--- config.mk ---
export PLATFORM = sky130hd
export DESIGN_NAME = gst_ctrl
export DESIGN_NICKNAME = d
export VERILOG_FILES = /design/src/rtl/core/gst_pkg.sv /design/src/rtl/core/gst_ctrl.sv
export SDC_FILE = /design/constraint.sdc
export NUM_CORES = 1
export LEC_CHECK = 0
export BUFFER_PORTS_ARGS = -buffer_cell sky130_fd_sc_hd__buf_2
export CORE_MARGIN = 2
export CORE_UTILIZATION = 66
export CTS_BUF_LIST = sky130_fd_sc_hd__clkbuf_4
export DETAILED_ROUTE_END_ITERATION = 16
export GPL_ROUTABILITY_DRIVEN = 0
export PLACE_DENSITY = 0.83
export SYNTH_ARGS = -nofsm -noshare
export SYNTH_HDL_FRONTEND = slang
export SYNTH_SLANG_ARGS = --single-unit
--- constraint.sdc ---
create_clock -name clock -period 6.1 [get_ports clock]
set_input_delay 0.305 -clock clock [delete_from_list [all_inputs] [get_ports clock]]
set_output_delay 0.305 -clock clock [all_outputs]
set_load 0.005 [all_outputs]
--- src/rtl/core/gst_pkg.sv ---
// Shared types, codes and defaults for the graph stack traversal block.
package gst_pkg;

   // Field widths fixed by the beat formats
   localparam int VTX_W  = 6;
   localparam int LINK_W = 10;
   localparam int KIND_W = 2;
   localparam int OP_W   = 2;

   // Default sizes
   localparam int MAX_VERTICES_DFLT = 64;
   localparam int MAX_ENTRIES_DFLT  = 512;

   // End-of-list marker
   localparam logic [LINK_W-1:0] NULL_LINK = '1;

   // Request opcodes
   localparam logic [OP_W-1:0] OP_ADD_EDGE = 2'd0;
   localparam logic [OP_W-1:0] OP_TRAVERSE = 2'd1;
   localparam logic [OP_W-1:0] OP_CLEAR    = 2'd2;

   // Response kinds
   localparam logic [KIND_W-1:0] KIND_STORED  = 2'd0;
   localparam logic [KIND_W-1:0] KIND_DROPPED = 2'd1;
   localparam logic [KIND_W-1:0] KIND_VISITED = 2'd2;
   localparam logic [KIND_W-1:0] KIND_CLEARED = 2'd3;

   typedef struct packed {
      logic [OP_W-1:0]  opcode;
      logic [VTX_W-1:0] vertex_a;
      logic [VTX_W-1:0] vertex_b;
   } gst_req_type;

   typedef struct packed {
      logic [KIND_W-1:0] kind;
      logic [VTX_W-1:0]  vertex;
      logic              last;
   } gst_rsp_type;

   // Sequencer states
   typedef enum logic [2:0] {
      ST_IDLE,
      ST_EDGE_A,
      ST_EDGE_B,
      ST_HEAD,
      ST_ENTRY,
      ST_POP,
      ST_POP_WAIT,
      ST_FINAL
   } gst_state_type;

   // Sequencer to adjacency store
   typedef struct packed {
      logic              head_rd;
      logic [VTX_W-1:0]  head_rd_vtx;
      logic              head_wr;
      logic [VTX_W-1:0]  head_wr_vtx;
      logic [LINK_W-1:0] head_wr_link;
      logic              head_clr;
      logic              ent_rd;
      logic [LINK_W-1:0] ent_rd_link;
      logic              ent_wr;
      logic [LINK_W-1:0] ent_wr_link;
      logic [VTX_W-1:0]  ent_wr_vtx;
      logic [LINK_W-1:0] ent_wr_nxt;
   } gst_adj_req_type;

   // Adjacency store read data, registered: valid in the cycle after the read
   typedef struct packed {
      logic [LINK_W-1:0] head_link;
      logic [VTX_W-1:0]  ent_vtx;
      logic [LINK_W-1:0] ent_nxt;
   } gst_adj_rsp_type;

endpackage

--- src/rtl/core/gst_ctrl.sv ---
// Sequencer: edge insert, clear, and stack-driven list walk with visited marks.
module gst_ctrl #(
   parameter int MAX_VERTICES = gst_pkg::MAX_VERTICES_DFLT,
   parameter int MAX_ENTRIES  = gst_pkg::MAX_ENTRIES_DFLT
) (
   input  logic                     clock,
   input  logic                     reset,
   input  logic                     req_valid,
   output logic                     req_stall,
   input  gst_pkg::gst_req_type     req_data,
   output logic                     res_valid,
   input  logic                     res_stall,
   output gst_pkg::gst_rsp_type     res_data,
   output gst_pkg::gst_adj_req_type adj_req,
   input  gst_pkg::gst_adj_rsp_type adj_rsp
);
   import gst_pkg::*;

   localparam int VIDX_W  = (MAX_VERTICES > 1) ? $clog2(MAX_VERTICES) : 1;
   localparam int DEPTH_W = $clog2(MAX_VERTICES + 1);

   gst_state_type state_ff, state_in;

   logic [VTX_W-1:0]        a_ff, a_in;
   logic [VTX_W-1:0]        b_ff, b_in;
   logic [LINK_W-1:0]       used_ff, used_in;
   logic [DEPTH_W-1:0]      depth_ff, depth_in;
   logic [MAX_VERTICES-1:0] visited_ff, visited_in;
   logic [KIND_W-1:0]       pend_kind_ff, pend_kind_in;
   logic [VTX_W-1:0]        pend_vtx_ff, pend_vtx_in;

   // Vertex stack memory
   logic [VTX_W-1:0]  stack_mem [MAX_VERTICES];
   logic [VTX_W-1:0]  stack_rd_ff;
   logic              stack_we;
   logic [VIDX_W-1:0] stack_wa;
   logic [VTX_W-1:0]  stack_wd;
   logic              stack_rd;
   logic [VIDX_W-1:0] stack_ra;

   logic [DEPTH_W-1:0] depth_dec;
   logic [VIDX_W-1:0]  nbr_idx;
   logic               nbr_new;
   logic               head_end;
   logic               nxt_end;
   logic               edge_bad;
   logic               start_ok;

   assign depth_dec = depth_ff - DEPTH_W'(1);
   assign nbr_idx   = adj_rsp.ent_vtx[VIDX_W-1:0];
   assign nbr_new   = !visited_ff[nbr_idx];
   assign head_end  = (adj_rsp.head_link == NULL_LINK) ||
                      (32'(adj_rsp.head_link) >= 32'(MAX_ENTRIES));
   assign nxt_end   = (adj_rsp.ent_nxt == NULL_LINK) ||
                      (32'(adj_rsp.ent_nxt) >= 32'(MAX_ENTRIES));
   assign edge_bad  = (32'(req_data.vertex_a) >= 32'(MAX_VERTICES)) ||
                      (32'(req_data.vertex_b) >= 32'(MAX_VERTICES)) ||
                      (32'(used_ff) + 32'd2 > 32'(MAX_ENTRIES));
   assign start_ok  = 32'(req_data.vertex_a) < 32'(MAX_VERTICES);

   assign req_stall = (state_ff != ST_IDLE);

   // State and control registers
   always_ff @(posedge clock) begin
      if (reset) begin
         state_ff   <= ST_IDLE;
         used_ff    <= '0;
         depth_ff   <= '0;
         visited_ff <= '0;
      end else begin
         state_ff   <= state_in;
         used_ff    <= used_in;
         depth_ff   <= depth_in;
         visited_ff <= visited_in;
      end
   end

   // Payload registers
   always_ff @(posedge clock) begin
      a_ff         <= a_in;
      b_ff         <= b_in;
      pend_kind_ff <= pend_kind_in;
      pend_vtx_ff  <= pend_vtx_in;
   end

   // Stack memory, registered read
   always_ff @(posedge clock) begin
      if (stack_we) begin
         stack_mem[stack_wa] <= stack_wd;
      end
      if (stack_rd) begin
         stack_rd_ff <= stack_mem[stack_ra];
      end
   end

   // Next state and outputs
   always_comb begin
      state_in     = state_ff;
      a_in         = a_ff;
      b_in         = b_ff;
      used_in      = used_ff;
      depth_in     = depth_ff;
      visited_in   = visited_ff;
      pend_kind_in = pend_kind_ff;
      pend_vtx_in  = pend_vtx_ff;
      adj_req      = '0;
      stack_we     = 1'b0;
      stack_wa     = depth_ff[VIDX_W-1:0];
      stack_wd     = adj_rsp.ent_vtx;
      stack_rd     = 1'b0;
      stack_ra     = depth_dec[VIDX_W-1:0];
      res_valid    = 1'b0;
      res_data     = '{kind: pend_kind_ff, vertex: pend_vtx_ff, last: 1'b0};

      unique case (state_ff)
         ST_IDLE: begin
            if (req_valid) begin
               a_in = req_data.vertex_a;
               b_in = req_data.vertex_b;
               unique case (req_data.opcode)
                  OP_ADD_EDGE: begin
                     if (edge_bad) begin
                        pend_kind_in = KIND_DROPPED;
                        pend_vtx_in  = '0;
                        state_in     = ST_FINAL;
                     end else begin
                        adj_req.head_rd     = 1'b1;
                        adj_req.head_rd_vtx = req_data.vertex_a;
                        state_in            = ST_EDGE_A;
                     end
                  end
                  OP_TRAVERSE: begin
                     if (start_ok) begin
                        visited_in = '0;
                        visited_in[req_data.vertex_a[VIDX_W-1:0]] = 1'b1;
                        pend_kind_in        = KIND_VISITED;
                        pend_vtx_in         = req_data.vertex_a;
                        stack_we            = 1'b1;
                        stack_wa            = '0;
                        stack_wd            = req_data.vertex_a;
                        depth_in            = DEPTH_W'(1);
                        adj_req.head_rd     = 1'b1;
                        adj_req.head_rd_vtx = req_data.vertex_a;
                        state_in            = ST_HEAD;
                     end
                  end
                  OP_CLEAR: begin
                     adj_req.head_clr = 1'b1;
                     used_in          = '0;
                     pend_kind_in     = KIND_CLEARED;
                     pend_vtx_in      = '0;
                     state_in         = ST_FINAL;
                  end
                  default: ;
               endcase
            end
         end

         // First entry: b goes at the head of a's list
         ST_EDGE_A: begin
            adj_req.ent_wr       = 1'b1;
            adj_req.ent_wr_link  = used_ff;
            adj_req.ent_wr_vtx   = b_ff;
            adj_req.ent_wr_nxt   = adj_rsp.head_link;
            adj_req.head_wr      = 1'b1;
            adj_req.head_wr_vtx  = a_ff;
            adj_req.head_wr_link = used_ff;
            adj_req.head_rd      = 1'b1;
            adj_req.head_rd_vtx  = b_ff;
            state_in             = ST_EDGE_B;
         end

         // Second entry: a at the head of b's list; self loop sees the new head
         ST_EDGE_B: begin
            adj_req.ent_wr       = 1'b1;
            adj_req.ent_wr_link  = used_ff + LINK_W'(1);
            adj_req.ent_wr_vtx   = a_ff;
            adj_req.ent_wr_nxt   = (a_ff == b_ff) ? used_ff : adj_rsp.head_link;
            adj_req.head_wr      = 1'b1;
            adj_req.head_wr_vtx  = b_ff;
            adj_req.head_wr_link = used_ff + LINK_W'(1);
            used_in              = used_ff + LINK_W'(2);
            pend_kind_in         = KIND_STORED;
            pend_vtx_in          = '0;
            state_in             = ST_FINAL;
         end

         // Head of the list to scan is available
         ST_HEAD: begin
            if (head_end) begin
               state_in = ST_POP;
            end else begin
               adj_req.ent_rd      = 1'b1;
               adj_req.ent_rd_link = adj_rsp.head_link;
               state_in            = ST_ENTRY;
            end
         end

         // One list entry: a new neighbor sends out the held visit beat
         ST_ENTRY: begin
            res_valid = nbr_new;
            if (!nbr_new || !res_stall) begin
               if (nbr_new) begin
                  visited_in[nbr_idx] = 1'b1;
                  pend_kind_in        = KIND_VISITED;
                  pend_vtx_in         = adj_rsp.ent_vtx;
                  stack_we            = 1'b1;
                  depth_in            = depth_ff + DEPTH_W'(1);
               end
               if (nxt_end) begin
                  state_in = ST_POP;
               end else begin
                  adj_req.ent_rd      = 1'b1;
                  adj_req.ent_rd_link = adj_rsp.ent_nxt;
               end
            end
         end

         ST_POP: begin
            if (depth_ff == '0) begin
               state_in = ST_FINAL;
            end else begin
               depth_in = depth_dec;
               stack_rd = 1'b1;
               state_in = ST_POP_WAIT;
            end
         end

         ST_POP_WAIT: begin
            adj_req.head_rd     = 1'b1;
            adj_req.head_rd_vtx = stack_rd_ff;
            state_in            = ST_HEAD;
         end

         // Held beat closes the item
         ST_FINAL: begin
            res_valid     = 1'b1;
            res_data.last = 1'b1;
            if (!res_stall) begin
               state_in = ST_IDLE;
            end
         end

         default: state_in = ST_IDLE;
      endcase
   end

endmodule

==> flow_metrics.tcl, run 1 <==
set metrics [dict create \
    status "complete, no violations" \
    placed_area_um2 22860 \
    clock_skew_ps 64.22 \
    finalInstanceArea_um2 24590 \
    crit_arrival_ps 4810 \
    syn2layout_area_growth_pct 11.59 \
    synth_ff_type "edfxtp_1" \
    synth_top_area_frac 0.5587 \
    drcViolationCount 0 \
    r2r_start "depth_ff[0]" \
    grt_start_max_net_pins 87 \
    drv_slew 0 \
    io_buffers 116 \
    drtIter0Drc 1681 \
    start_util 0.6739 \
    die-area_um2 34870 \
    rows 66 \
    hold_path.class "input port to register" \
    syn_area_um2 22040 \
    topRoutingLayerUsed "met4" \
    io_pins 118 \
    grt_pass1_wl_um 85460 \
    cap_violations 0 \
    hold_violations 0 \
    ys_types 60 \
    rsz0062_at_grt "false" \
    fin_nets 1720 \
    cp-startpoint "depth_ff[0]" \
    postSynthAreaPerCell_um2 14.46 \
    post_drt_wl_per_cell_um 25.61 \
    period_share 0.7020 \
    grt_pass1_vias 14670 \
    cts_buffers 115 \
    p_total_uw 9630 \
    regArea_um2 13980 \
    wl_met1_um 20470 \
    htreeDepth 3 \
    dp_hpwl_um 34770 \
    ys_warn_count 0 \
    ys_ff_latch 493 \
    grt_use_total 0.3198 \
    critPathKind "register to register" \
    die_x_um 186.7 \
    vias_per_cell 6.875 \
    clkSlewWorstSetupHoldPaths_ps 80 \
    route.met2.wl_um 27100 \
    routed_wl_um 56490 \
    slew_headroom 0.1199 \
    multi_input_area_um2 7501 \
    ys_seq_area_frac 0.6341 \
    cp_data_required_time_ps 6630 \
    worstPathMaxFanout 51 \
    synth_area_leaders "edfxtp_1 56%, mux4_2 13%, dfxtp_1 7.5%" \
    num-fill-cells 1947 \
    overflow 0 \
    vias 15170 \
    fmax_mhz 233.5 \
    syn_nets 1575 \
    clk_path_buf_depth 3 \
    cts_tree "built" \
    synthArstFlopShare 0 \
    tightest_slew_ps 1308 \
    leakage_uw 0.008263 \
    dpl.cell_count 1973 \
    dieHeight_um 186.7 \
    core_area_um2 32700 \
    antenna_found_initial 1 \
    fin_cells 2206 \
    synthCells 1524 \
    min_from "req_data[13]" \
    p_per_area_nw_per_um2 391.6 \
    ant_nets 0 \
    post-cts-setup-buffers 0 \
    period_minus_slack_ps 4282 \
    finalSetupViolations 0 \
    cp-start-kind "register" \
    first_pass_iters 7 \
    max-vdd-ir-drop_uv 210.5 \
    cts_root_buf "clkbuf_4" \
    wl_met3_um 6647 \
    endpoint_kind "register" \
    cts.sinks 493 \
    synth-edff-count 410 \
    setup_tns_ps 0 \
    yosysTopAreaCell "edfxtp_1" \
    drive_above_1_share 0.2740 \
    insertion_delay_ps 830 \
]
[flip-flops by register name, indices dropped and copies added (netlist names)]
register / cells
a_ff: 6
b_ff: 6
depth_ff: 7
pend_kind_ff: 2
pend_vtx_ff: 6
stack_mem: 384
stack_rd_ff: 6
state_ff: 3
used_ff: 9
visited_ff: 64
[logic make-up (layout without fill, tap and decap cells)]
logic type	Yosys count	in the layout	share of synthesized area
compound gates	295	295	0.09192
flops	493	493	0.6341
other cells	1	2	0.0001702
buf+inv	149	388	0.02867
xor+xnor	16	16	0.006359
mux	159	159	0.1455
simple gates	404	404	0.08931
fa+ha+maj	7	7	0.003974
[area by class of cell]
class                   count  share of cell area
diodes                      1           0.0001018
clock buffers             177             0.05403
flip-flops and latches    493              0.5684
clock inverters            34            0.007784
multi-input cells         882              0.3050
inverters                  14            0.002137
well taps                 442             0.02249
repair buffers            163             0.04009
[final timing paths]
path / endpoint / slack [ps] / depth (start not counted)
worst min register to register: depth_ff[6] / 490 / 2
worst max-delay path: stack_rd_ff[4] / 1820 / 7
worst max register to register: stack_rd_ff[4] / 1820 / 7
worst min-delay path: pend_kind_ff[1] / 100 / 5
[layer usage]
layer  global-route usage  vias to the layer above
li1                     -                     6411
met1               0.4372                     7402
met4               0.1377                        0
met5                    0                        -
met3              0.07711                      146
met2               0.4991                     1207
[placed cells by master, fill, tap and decap left out, types with 5 or more instances in the layout]
| cell type | netlist | final |
|---|---|---|
| a221o_1 | 6 | 6 |
| xor2_1 | 8 | 8 |
| and2_1 | 11 | 10 |
| and3_1 | 13 | 13 |
| nor3_1 | 77 | 77 |
| nand2_1 | 64 | 58 |
| nand4b_1 | 5 | 5 |
| nor4_1 | 17 | 17 |
| a21o_1 | 7 | 7 |
| a211oi_1 | 67 | 67 |
| xnor2_1 | 8 | 6 |
| dfxtp_1 | 83 | 82 |
| inv_1 | 14 | 14 |
| edfxtp_1 | 410 | 410 |
| nand3_1 | 26 | 26 |
| o311a_1 | 8 | 8 |
| a22o_1 | 24 | 24 |
| dlygate4sd3_1 | 0 | 21 |
| nand2_2 | 0 | 6 |
| ha_1 | 7 | 6 |
| buf_2 | 16 | 116 |
| a31oi_1 | 7 | 7 |
| a21oi_1 | 92 | 92 |
| nor2b_1 | 16 | 16 |
| buf_4 | 14 | 26 |
| nor3b_1 | 8 | 8 |
| clkbuf_4 | 0 | 177 |
| o21ai_0 | 23 | 23 |
| o31ai_1 | 6 | 6 |
| nor2_1 | 134 | 134 |
| mux2i_1 | 29 | 29 |
| clkinv_1 | 0 | 24 |
| mux4_2 | 129 | 129 |
| o22a_1 | 23 | 23 |
| a22oi_1 | 16 | 16 |
[critical path: stages, from the launching register on]
cell	delay (ps)
dfxtp_4	440
buf_4	740
buf_4	900
nor3_1	330
xnor2_2	200
buf_4	390
mux4_2	460
mux4_2	500
[synth_stat cells (24+ instances only)]
library cell	count
clkbuf_1	90
edfxtp_1	410
nand3_1	26
a211oi_1	67
mux4_2	129
nor2_1	134
nor3_1	77
a21oi_1	92
nand2_1	64
mux2i_1	29
a22o_1	24
dfxtp_1	83
[timing repair]
item                                   4_1_cts  5_1_grt
hold buffers                                21        0
endpoints found under the hold margin       22        0
resized for setup                            0        0
[metrics by stage]
stage | worst slack (ps) | util | hold WS [ps]
2_1_floorplan | 2169 | - | 403.9
3_3_place_gp | 1750 | 0.6990 | 467.8
3_5_place_dp | 1545 | 0.6990 | 478.5
4_1_cts | 1730 | 0.7520 | 26.27
5_1_grt | 1445 | 0.7520 | 62.40
6_report | 1818 | 0.7520 | 95.01
[report_power, final]
part	switching (uW)	internal, uW
Sequential	175	3950
Combinational	1600	1240
Clock	1290	1370
Power figures use the tool's default switching activity.
==> run 2: changes to the inputs <==
--- a/config.mk
+++ b/config.mk
@@ -7,11 +7,11 @@
 export LEC_CHECK = 0
 export BUFFER_PORTS_ARGS = -buffer_cell sky130_fd_sc_hd__buf_2
 export CORE_MARGIN = 2
-export CORE_UTILIZATION = 66
+export CORE_UTILIZATION = 57
 export CTS_BUF_LIST = sky130_fd_sc_hd__clkbuf_4
 export DETAILED_ROUTE_END_ITERATION = 16
 export GPL_ROUTABILITY_DRIVEN = 0
-export PLACE_DENSITY = 0.83
+export PLACE_DENSITY = 0.76
 export SYNTH_ARGS = -nofsm -noshare
 export SYNTH_HDL_FRONTEND = slang
 export SYNTH_SLANG_ARGS = --single-unit
==> constraint.sdc (replaced) <==
create_clock -name clock -period 3.6 [get_ports clock]
set_input_delay 0.18 -clock clock [delete_from_list [all_inputs] [get_ports clock]]
set_output_delay 0.18 -clock clock [all_outputs]
set_load 0.005 [all_outputs]
==> run 2 against run 1 <==
  * Global-route usage down 4.3 points
  * Final cell count up 7.6%
  * Critical path type is now register to output pin
  * Hold slack worse by 21 ps
  * Core utilization down 8.8 points
  * Wire length down 2.1%
  * Sequential cell count unchanged
==> flow_metrics.tcl, run 2 (synthesis results as in run 1) <==
set metrics [dict create \
    ant_nets 0 \
    hold_path.class "input port to register" \
    cts_buffers 120 \
    antenna_found_initial 2 \
    cp_data_required_time_ps 3420 \
    period_share 0.9587 \
    htreeDepth 3 \
    hold_violations 0 \
    io_pins 118 \
    post_drt_wl_per_cell_um 23.30 \
    insertion_delay_ps 870 \
    p_total_uw 16440 \
    setup_tns_ps 0 \
    vias 15170 \
    fmax_mhz 289.7 \
    endpoint_kind "output pin" \
    drcViolationCount 0 \
    critPathSlowestCell "mux4_2" \
    start_util 0.5742 \
    status "complete, no violations" \
    rsz0062_at_grt "false" \
    worstPathMaxFanout 10 \
    mostFrequentLayoutCells "410 x edfxtp_1, 176 x clkbuf_4, 134 x nor2_1" \
    cts.sinks 493 \
    drv_slew 0 \
    r2r-end "state_ff[0]" \
    largest_register_ff_count 384 \
    fin_ws_ps 148.5 \
    finalSetupViolations 0 \
    endpoint "adj_req[37]" \
    grt_start_max_net_pins 65 \
    overflow 0 \
    critPathMaxStageDelay_ps 450 \
    core_area_um2 38380 \
    path_cells "mux4_2 > mux2_2 > nand2_2 > nand4_4 > or2_4 > buf_4 > o21a_4 > or2_2 > buf_2" \
    io_buffers 116 \
    num-fill-cells 2645 \
    syn2layout_area_growth_pct 15.70 \
    drtIter0Drc 1644 \
    r2r_slack_ps 300 \
    max-vdd-ir-drop_uv 419.0 \
    tightest_slew_ps 1343 \
    cap_violations 0 \
    cp-startpoint "visited_ff[50]" \
    r2r_start "visited_ff[50]" \
    rows 72 \
    grt_pass1_wl_um 85970 \
    worstRegToRegCells 10 \
    die_x_um 200.6 \
    first_pass_iters 6 \
    cts_tree "built" \
    period_minus_slack_ps 3451 \
    clk_path_buf_depth 3 \
    cts_root_buf "clkbuf_4" \
    reg_top3 "stack_mem (384), visited_ff (64), used_ff (9)" \
    layout_commonest_cell "edfxtp_1" \
    critPathKind "register to output pin" \
    dp_hpwl_um 34740 \
    grt_pass1_vias 14750 \
    dieHeight_um 200.6 \
    grt_use_total 0.2771 \
    clkSlewWorstSetupHoldPaths_ps 70 \
    die-area_um2 40250 \
    vias_per_cell 6.393 \
    crit_arrival_ps 3270 \
    top_register "stack_mem" \
    slew_headroom 0.09795 \
    routed_wl_um 55300 \
    pre_cts_ws_ps 288.4 \
    fin_nets 1810 \
    drive_above_1_share 0.3078 \
    leakage_uw 0.008748 \
    p_per_area_nw_per_um2 644.8 \
    clock_skew_ps 109.3 \
    cp-start-kind "register" \
]
==> run 2: changes by cell type in the layout (fill, tap and decap cells not counted), moves of 2 or more <==
cell,before,now
clkinv_2,3,11
dfxtp_1,82,80
dlygate4sd3_1,21,32
clkinv_1,24,22
buf_12,0,7
dfxtp_2,0,2
buf_4,26,93
diode_2,1,3
clkinv_4,0,2
o21a_1,2,0
==> run 2: report_power, final <==
group / switching [uW] / total, uW / leakage, uW / internal [uW]
combinational: 2720 / 4950 / 0.00345 / 2230
sequential: 279 / 6970 / 0.00438 / 6690
clock: 2200 / 4520 / 0.000919 / 2320
total: 5200 / 16400 / 0.00875 / 11200
==> run 2: area by class of cell <==
type	instances	area (um2)	share of cell area
multi-input combinational	882	7540	0.2957
antenna	3	7.507	0.0002944
clock inverter	39	210.2	0.008244
tap	518	648.1	0.02542
timing repair buffer	248	1739	0.06821
inverter	14	52.55	0.002061
sequential	493	13980	0.5483
clock buffer	176	1321	0.05182
==> run 2: worst min-delay path by stage <==
stage	start	endpoint	slack (ps)	depth (start not counted)
after floorplan	req_data[6]	a_ff[0]	280	0
after detailed placement	req_data[0]	b_ff[0]	360	1
final	req_data[4]	b_ff[4]	70	2
after global routing	req_data[2]	b_ff[2]	10	2
after CTS	req_data[4]	b_ff[4]	5	2
after global placement	req_data[1]	b_ff[1]	360	1
==> run 2: stage by stage <==
step           instance area [um2]  hold WS, ps  instances  utilization
2_1_floorplan                22050        278.9       1524            -
3_3_place_gp                 23610        360.2       2123       0.6152
3_5_place_dp                 23610        360.2       2123       0.6152
4_1_cts                      25470        5.127       2370       0.6637
5_1_grt                      25500        12.92       2373       0.6644
6_report                     25500        74.12       2373       0.6644
==> run 2: per-layer routing <==
layer  global-route usage  wire length (um)
met3              0.06558              5961
met5                    0                 0
met4              0.09841              1333
met1               0.3815             21350
met2               0.4382             26650
==> run 2: worst max-delay path, delay by kind of cell, from the launching register on <==
kind | cells | cell delay, ps
buffers and inverters | 2 | 310
DFF | 1 | 340
muxes | 2 | 730
and+or+nand+nor | 4 | 790
AOI/OAI and AO/OA | 1 | 250
==> run 2: timing repair <==
| action | CTS | global route |
|---|---|---|
| pin swaps | 0 | 0 |
| resized for setup | 2 | 7 |
| setup buffers | 0 | 0 |
| endpoints found under the hold margin | 69 | 0 |
| hold buffers | 32 | 0 |
| endpoints found under the setup margin | 2 | 8 |
==> run 3: changes to the inputs <==
--- a/config.mk
+++ b/config.mk
@@ -7,11 +7,10 @@
 export LEC_CHECK = 0
 export BUFFER_PORTS_ARGS = -buffer_cell sky130_fd_sc_hd__buf_2
 export CORE_MARGIN = 2
-export CORE_UTILIZATION = 57
-export CTS_BUF_LIST = sky130_fd_sc_hd__clkbuf_4
+export CORE_UTILIZATION = 55
 export DETAILED_ROUTE_END_ITERATION = 16
 export GPL_ROUTABILITY_DRIVEN = 0
-export PLACE_DENSITY = 0.76
+export PLACE_DENSITY = 0.74
 export SYNTH_ARGS = -nofsm -noshare
 export SYNTH_HDL_FRONTEND = slang
 export SYNTH_SLANG_ARGS = --single-unit
==> run 3 against run 2 <==
  * Global-route usage rose by 0.89 points
  * Clock skew fell by 86 ps
  * Final cell count fell by 7.3%
  * Count of clock-buffer cells in the layout fell by 118
  * Largest cell class unchanged
  * Critical path type unchanged
  * Worst setup slack improved by 4.3 ps
  * Total power rose by 4.2%
  * Clock power rose by 14%
  * Sequential share of layout area rose by 0.87 points
  * Wire length rose by 6.8%
  * Via count fell by 2.9%
  * Hold slack got worse by 5.6 ps
  * Highest routed layer is now met5
==> flow_metrics.tcl, run 3 (synthesis results as in run 1) <==
set metrics [dict create \
    io_pins 118 \
    slew_headroom 0.1972 \
    die_x_um 204.2 \
    finalSetupViolations 0 \
    cp-startpoint "visited_ff[55]" \
    pre_cts_ws_ps 89.37 \
    fmax_mhz 290.1 \
    period_minus_slack_ps 3447 \
    dp_hpwl_um 35580 \
    fin_ws_ps 152.9 \
    rows 73 \
    drcViolationCount 0 \
    hold_buffers 12 \
    n_antenna_cell 0 \
    multi_input_area_um2 7512 \
    grt_use_total 0.2860 \
    endpoint "adj_req[37]" \
    first_pass_iters 5 \
    cap_violations 0 \
    r2r-end "stack_mem[18][3]" \
    r2r_slack_ps 170 \
    cts_buffers 48 \
    cts_tree "built" \
    regArea_um2 13980 \
    syn2layout_area_growth_pct 13.88 \
    tightest_slew_ps 1196 \
    mostFrequentLayoutCells "410 x edfxtp_1, 134 x nor2_1, 129 x mux4_2" \
    cts.sinks 493 \
    start_util 0.5559 \
    hold_path.class "input port to register" \
    ant_nets 0 \
    routed_wl_um 59060 \
    p_per_area_nw_per_um2 682.5 \
    layout_commonest_cell "edfxtp_1" \
    rsz0062_at_grt "false" \
    leakage_uw 0.008332 \
    fin_nets 1687 \
    cp_data_required_time_ps 3420 \
    period_share 0.9575 \
    post_drt_wl_per_cell_um 26.86 \
    critPathKind "register to output pin" \
    cp-start-kind "register" \
    drive_above_1_share 0.2467 \
    vias_per_cell 6.697 \
    antenna_found_initial 2 \
    status "complete, no violations" \
    core_area_um2 39640 \
    reg_top3 "stack_mem (384), visited_ff (64), used_ff (9)" \
    hold_ws_ps 68.57 \
    r2r_start "visited_ff[55]" \
    post-cts-setup-buffers 0 \
    grt_pass1_wl_um 89010 \
    io_buffers 116 \
    worstPathMaxFanout 10 \
    grt_pass1_vias 14250 \
    largest_register_ff_count 384 \
    hold_violations 0 \
    overflow 0 \
    endpoint_kind "output pin" \
    grt_start_max_net_pins 102 \
    vias 14730 \
    top_register "stack_mem" \
    drv_slew 0 \
    fin_cells 2199 \
    clkSlewWorstSetupHoldPaths_ps 60 \
    cts_root_buf "clkbuf_16" \
    cts_resized 0 \
    insertion_delay_ps 600 \
    setup_tns_ps 0 \
    clk_path_buf_depth 3 \
    num-fill-cells 2768 \
    clock_skew_ps 22.94 \
    max-vdd-ir-drop_uv 438.3 \
    worstRegToRegCells 7 \
    crit_arrival_ps 3270 \
    dpl.cell_count 2099 \
    die-area_um2 41690 \
    htreeDepth 2 \
    drtIter0Drc 1851 \
    dieHeight_um 204.2 \
]
-- run 3: changes by cell type in the layout (fill, tap and decap cells not counted), sizes merged, moves of 5 or more --
| cell | change |
|---|---|
| clkbuf | -118 |
| dlygate4sd3 | -20 |
| buf | -31 |
| bufinv | +5 |
| clkinvlp | +5 |
| clkinv | -20 |
-- run 3: layout make-up --
class	instances	area share
inverters	14	0.002094
repair buffers	197	0.05155
flip-flops and latches	493	0.5570
well taps	525	0.02618
clock buffers	58	0.05021
clock inverters	30	0.01366
multi-input cells	882	0.2993
-- run 3: metrics by stage --
step / util / area [um2] / power [uW]
after floorplan: - / 22050 / 10320
after global placement: 0.5896 / 23370 / 11890
after detailed placement: 0.5896 / 23370 / 11960
after CTS: 0.6331 / 25100 / 17170
after global routing: 0.6331 / 25100 / 17740
final: 0.6331 / 25100 / 17130
-- run 3: report_power, final --
part | switching [uW] | internal [uW] | total [uW] | leakage, uW
Sequential | 261 | 6680 | 6950 | 0.00438
Clock | 2200 | 2950 | 5150 | 0.000771
Combinational | 2830 | 2190 | 5030 | 0.00319
-- run 3: routing by layer --
layer / vias up / share of wire / track usage
li1: 6270 / - / -
met5: - / 0.00037 / 0
met1: 7293 / 0.38 / 0.3816
met3: 176 / 0.099 / 0.05835
met4: 4 / 0.042 / 0.1203
met2: 983 / 0.48 / 0.4616
-- run 3: worst max-delay path, cell delays in order, from the launching register on --
cell and delay [ps]:
dfxtp_1 330, mux4_2 460, mux2_2 280, nand2_1 130, nand4_2 200, or2_1 280, buf_4 180, o21a_1 340
or2_2 330, buf_2 120
-- run 3: worst min path at each step --
stage,start,endpoint,slack (ps),cells past startpoint
6_report,adj_rsp[13],pend_vtx_ff[3],70,3
5_1_grt,req_data[11],a_ff[5],70,1
4_1_cts,adj_rsp[13],pend_vtx_ff[3],30,3
3_5_place_dp,req_data[3],b_ff[3],360,1
3_3_place_gp,req_data[0],b_ff[0],360,1
2_1_floorplan,req_data[6],a_ff[0],280,0
